## config.mk

```make
export PLATFORM = sky130hd
export DESIGN_NAME = gcs_ctrl
export DESIGN_NICKNAME = d
export VERILOG_FILES = /design/src/gcs_pkg.sv /design/src/gcs_ctrl.sv
export SDC_FILE = /design/constraint.sdc
export NUM_CORES = 1
export LEC_CHECK = 0
export BUFFER_PORTS_ARGS = -buffer_cell sky130_fd_sc_hd__buf_2
export CAP_MARGIN = 20
export CORE_AREA = 5 5 42 44
export CTS_BUF_LIST = sky130_fd_sc_hd__clkbuf_4 sky130_fd_sc_hd__clkbuf_8 sky130_fd_sc_hd__clkbuf_16
export CTS_CLUSTER_SIZE = 12
export DETAILED_ROUTE_END_ITERATION = 12
export DIE_AREA = 0 0 47 49
export PLACE_DENSITY = 0.49
export SLEW_MARGIN = 30
export SYNTH_ARGS = -nofsm -noshare
export SYNTH_HDL_FRONTEND = slang
export SYNTH_SLANG_ARGS = --single-unit
```

## constraint.sdc

```tcl
create_clock -name clk -period 2.7 [get_ports clk]
set_clock_uncertainty 0.1 [all_clocks]
set_input_delay 0.405 -clock clk [delete_from_list [all_inputs] [get_ports clk]]
set_output_delay 0.405 -clock clk [all_outputs]
set_load 0.01 [all_outputs]
```

## src/gcs_pkg.sv

```systemverilog
`timescale 1ns / 1ps
`default_nettype none

package gcs_pkg;

  localparam int COORD_W  = 32;
  localparam int CFG_IDX_W = 3;
  localparam int CELL_W   = 8;
  localparam int NUM_W    = COORD_W + CELL_W;
  localparam int IDX_W    = 12;
  localparam int DEPTH    = 4096;
  localparam int QBITS    = 8;
  localparam int STEP_W   = $clog2(QBITS);

  localparam logic [CFG_IDX_W-1:0] CFG_X_LOWER = 3'd0;
  localparam logic [CFG_IDX_W-1:0] CFG_X_UPPER = 3'd1;
  localparam logic [CFG_IDX_W-1:0] CFG_Y_LOWER = 3'd2;
  localparam logic [CFG_IDX_W-1:0] CFG_Y_UPPER = 3'd3;
  localparam logic [CFG_IDX_W-1:0] CFG_Z_LOWER = 3'd4;
  localparam logic [CFG_IDX_W-1:0] CFG_Z_UPPER = 3'd5;

  localparam logic CMD_READ  = 1'b0;
  localparam logic CMD_WRITE = 1'b1;

  typedef enum logic [1:0] {
    AXIS_X,
    AXIS_Y,
    AXIS_Z
  } axis_t;

  typedef enum logic [2:0] {
    ST_IDLE,
    ST_PREP,
    ST_MUL,
    ST_DIV,
    ST_STORE,
    ST_INDEX,
    ST_MEM,
    ST_RESP
  } state_t;

  typedef struct packed {
    logic  capture;
    logic  prep;
    logic  mul;
    logic  div_step;
    logic  store;
    logic  calc_index;
    logic  mem_access;
    axis_t axis;
  } ctrl_cmd_t;

  typedef struct packed {
    logic div_last;
  } dp_status_t;

endpackage

`default_nettype wire

```

## src/gcs_ctrl.sv

```systemverilog
`timescale 1ns / 1ps
`default_nettype none

module gcs_ctrl (
  input  wire logic               clk,
  input  wire logic               rst_n,
  input  wire logic               start,
  output logic                    busy,
  output logic                    out_valid,
  output gcs_pkg::ctrl_cmd_t      cmd,
  input  wire gcs_pkg::dp_status_t status
);
  import gcs_pkg::*;

  state_t state_r, state_nxt;
  axis_t  axis_r, axis_nxt;

  always_ff @(posedge clk) begin
    if (!rst_n) begin
      state_r <= ST_IDLE;
      axis_r  <= AXIS_X;
    end else begin
      state_r <= state_nxt;
      axis_r  <= axis_nxt;
    end
  end

  always_comb begin
    state_nxt = state_r;
    axis_nxt  = axis_r;
    case (state_r)
      ST_IDLE: begin
        axis_nxt = AXIS_X;
        if (start) state_nxt = ST_PREP;
      end
      ST_PREP:  state_nxt = ST_MUL;
      ST_MUL:   state_nxt = ST_DIV;
      ST_DIV: begin
        if (status.div_last) state_nxt = ST_STORE;
      end
      ST_STORE: begin
        case (axis_r)
          AXIS_X: begin
            axis_nxt  = AXIS_Y;
            state_nxt = ST_PREP;
          end
          AXIS_Y: begin
            axis_nxt  = AXIS_Z;
            state_nxt = ST_PREP;
          end
          default: begin
            axis_nxt  = AXIS_X;
            state_nxt = ST_INDEX;
          end
        endcase
      end
      ST_INDEX: state_nxt = ST_MEM;
      ST_MEM:   state_nxt = ST_RESP;
      ST_RESP:  state_nxt = ST_IDLE;
      default:  state_nxt = ST_IDLE;
    endcase
  end

  always_comb begin
    cmd            = '0;
    cmd.axis       = axis_r;
    cmd.capture    = (state_r == ST_IDLE) && start;
    cmd.prep       = (state_r == ST_PREP);
    cmd.mul        = (state_r == ST_MUL);
    cmd.div_step   = (state_r == ST_DIV);
    cmd.store      = (state_r == ST_STORE);
    cmd.calc_index = (state_r == ST_INDEX);
    cmd.mem_access = (state_r == ST_MEM);
    busy           = (state_r != ST_IDLE);
    out_valid      = (state_r == ST_RESP);
  end

endmodule

`default_nettype wire

```

Word level (Yosys, flattened, before mapping) --
Cells that the tools add are included.
Storage, ports and cells: bits of input ports 4, logic and storage cells 25, bits in registers 5, output and inout bits 11
Operators by class: eq/ne operators 10, muxes and demuxes 6, reduce and logical (&&, ||, !) cells 7
Operator list (number):
- $pmux 3 s8 | 1
- $eq 3x3->1 const B | 4
- $mux 3 | 3
- $pmux 2 s2 | 2
- $eq 3x2->1 const B | 2
- $eq 3x1->1 const B | 1
- $logic_not 3->1 | 1
- $reduce_bool 3->1 | 1
- $eq 2x1->1 const B | 1
- $logic_not 2->1 | 1
- $ne 2x1->1 const B | 1
- $ne 2x2->1 const B | 1
- $reduce_and 2->1 | 1
- $reduce_bool 2->1 | 1
- $reduce_or 2->1 | 1
- $logic_and 1x1->1 | 1

Depth between registers and ports, before layout --
depth in word-level cells 4, mapped depth 4, gate-level depth less buffers 3

Worst setup path before layout --
OpenSTA, ideal clock, no wires.
path type flip-flop to output port, start point register state_r[1], end point output port cmd[8] in the netlist's numbering, buffers on the path 0, path slack 1.326 ns, stages on the path, launching flop included 3, data required time 2.195 ns, arrival 0.869 ns, path through dfxtp_1 > or3_4 > nor2_2
RTL lines:
- start: declaration | line gcs_ctrl.sv:15 | state_t state_r, state_nxt;
- start signal: assignment | line gcs_ctrl.sv:23 | state_r <= state_nxt;
- end: declaration | line gcs_ctrl.sv:10 | output gcs_pkg::ctrl_cmd_t cmd,

==> flow_summary.ini <==
[detailed_routing]
via_count = 325
routed_via_density = 4.78
drc = 0
wl_per_cell_um = 10.8
drt-total-wl_um = 733
dr.pass1.iters = 3
drtIter0Drc = 4
ant_nets = 0

[global_route]
antenna_found_initial = 0
grt_max_degree = 17
grt_usage = 0.0753
grt_pass1_vias = 296
overflow = 0
grt_pass1_wl_um = 1210

[sta]
fmax_ghz = 0.545
worstMarginPinSlew_ns = 0.479
hold_violations = 0
slew_viol_final = 0
relSlewSlack = 0.680
finalSetupViolCount = 0
rsz0062_at_grt = no
finalCriticalPeriod_ns = 1.83
fin_ws_ns = 0.866
tns_ns = 0
period_share = 0.679

[yosys]
synth-seq-cells = 5
ys_seq_area_frac = 0.305
syn_avg_cell_area_um2 = 8.86
synth.net_count = 41
ys_types = 20
synth_area_um2 = 328
synthCells = 37
yosys_warnings = 0

[worst_setup_path]
end_kind = output port
worst_setup_path_start_kind = flip-flop
critPathMaxStageDelay_ns = 0.45
path_buf_inv = 1
critical_path_class = reg2out
cpLargestDelayFamily = simple AND/OR/NAND/NOR gates
cp.required_ns = 2.19
arrival_ns = 1.33
cp_cell_sequence = or3_4, nor2_2, buf_2
cp_slowest_cell = or3_4
critPathMaxFanout = 15

[placed_design]
place_ws_ns = 1.12
dpl-instance-area_um2 = 392
portBuffers = 14
dp.cells = 64
place_hpwl_um = 498
gp_congestion = 0.720

[final_layout]
nNetsFinal = 57
final_common_cell = buf_2
layout_common_cells = buf_2 (14), dfxtp_1 (5), clkbuf_4 (4)
final_cells = 68
antenna_cells = 0
drive_above_1_share = 0.423
fin_area_um2 = 422
fillerInstances = 163
area_growth_pct = 28.6

[clocking]
root_buffer = clkbuf_4
cts_buffers = 3
clock_latency_ns = 0.24
h-tree-depth = 1
hold_buffers = 0
cts_setup_buffers = 0
cts_tree = yes
cts_resized = 0
cts_sinks = 5
clk_pin_slew_ns = 0.05
clock_path_buffers = 2

[pwr]
power_density_nw_per_um2 = 515
swShare = 0.259
p_int_w = 0.000161
total_power_w = 0.000217
p_clk_frac = 0.442
pwr-share-seq = 0.409
peakVddDrop_v = 0.000287
power_frac_comb = 0.149
leakagePower_nw = 0.213
p_switching_w = 0.0000563

[floorplan]
start_util = 0.234
chipWidth_um = 47
coreArea_um2 = 1400
io_pins = 15
die_height_um = 49
dieArea_um2 = 2300
rows = 14

[outcome]
status = finished clean

[hold_path]
holdCritPathClass = in2reg

[job]
drv_cap = 0
-- path summary, 6_finish.rpt --
path | startpoint | end | slack [ns] | cells past startpoint
max | state_r[1] | cmd[8] | 0.87 | 3
min | rst_n | state_r[2] | 0.34 | 2
max reg2reg | state_r[2] | state_r[2] | 1.39 | 2
min reg2reg | axis_r[0] | axis_r[0] | 0.42 | 2
-- metrics by stage --
stage | hold WS [ns] | utilization
2_1_floorplan | 0.426 | -
6_report | 0.344 | 0.301
4_1_cts | 0.338 | 0.301
3_3_place_gp | 0.420 | 0.279
3_5_place_dp | 0.408 | 0.279
5_1_grt | 0.337 | 0.301
-- state kept, by name, indices dropped and copies added (netlist names) --
name and cells:
axis_r 2, state_r 3
-- cell usage after synthesis --
master    instances  area [µm²]
buf_4             2        15.0
nand4b_1          1        8.76
o21ai_0           1        5.00
and3_1            1        6.26
nor3b_2           1        12.5
nor2_2            1        6.26
inv_1             1        3.75
o21bai_1          1        7.51
a21boi_1          3        22.5
or3_4             1        11.3
o21ai_1           3        15.0
o31a_1            1        8.76
and3b_1           3        26.3
nor2_1            3        11.3
nor3b_1           3        22.5
and4b_1           1        10.0
buf_6             1        11.3
o211ai_2          1        12.5
dfxtp_1           5         100
nand2_1           3        11.3
-- cells by family after synthesis --
group	synth area share
AND/OR/NAND/NOR	0.386
AO/OA/AOI/OAI	0.218
flip-flops	0.305
buffers and inverters	0.0916
-- final cells by class --
cell class	instances	area, µm²	share of cell area
clock buffer	4	30.0	0.0712
sequential	5	100	0.237
multi-input combinational	28	198	0.469
tap	16	20.0	0.0475
inverter	1	3.75	0.00890
timing repair buffer	14	70.1	0.166
-- power groups by stage --
stage	Clock [W]	Combinational [W]	Sequential [W]
floorplan	0	0.0000309	0.0000825
global placement	0	0.0000330	0.0000899
detailed placement	0	0.0000327	0.0000904
CTS	0.000101	0.0000328	0.0000891
global route	0.000111	0.0000362	0.0000906
finish	0.0000961	0.0000323	0.0000890
-- metal layers --
metal	routed length [µm]	GRT usage	part of all wire	up-vias
li1	-	-	-	165
met1	348	0.0899	0.47	148
met2	309	0.102	0.42	12
met3	75	0.0554	0.10	0
met4	0	0.0276	0	0
met5	0	0	0	-
Power figures use the tool's default switching activity.
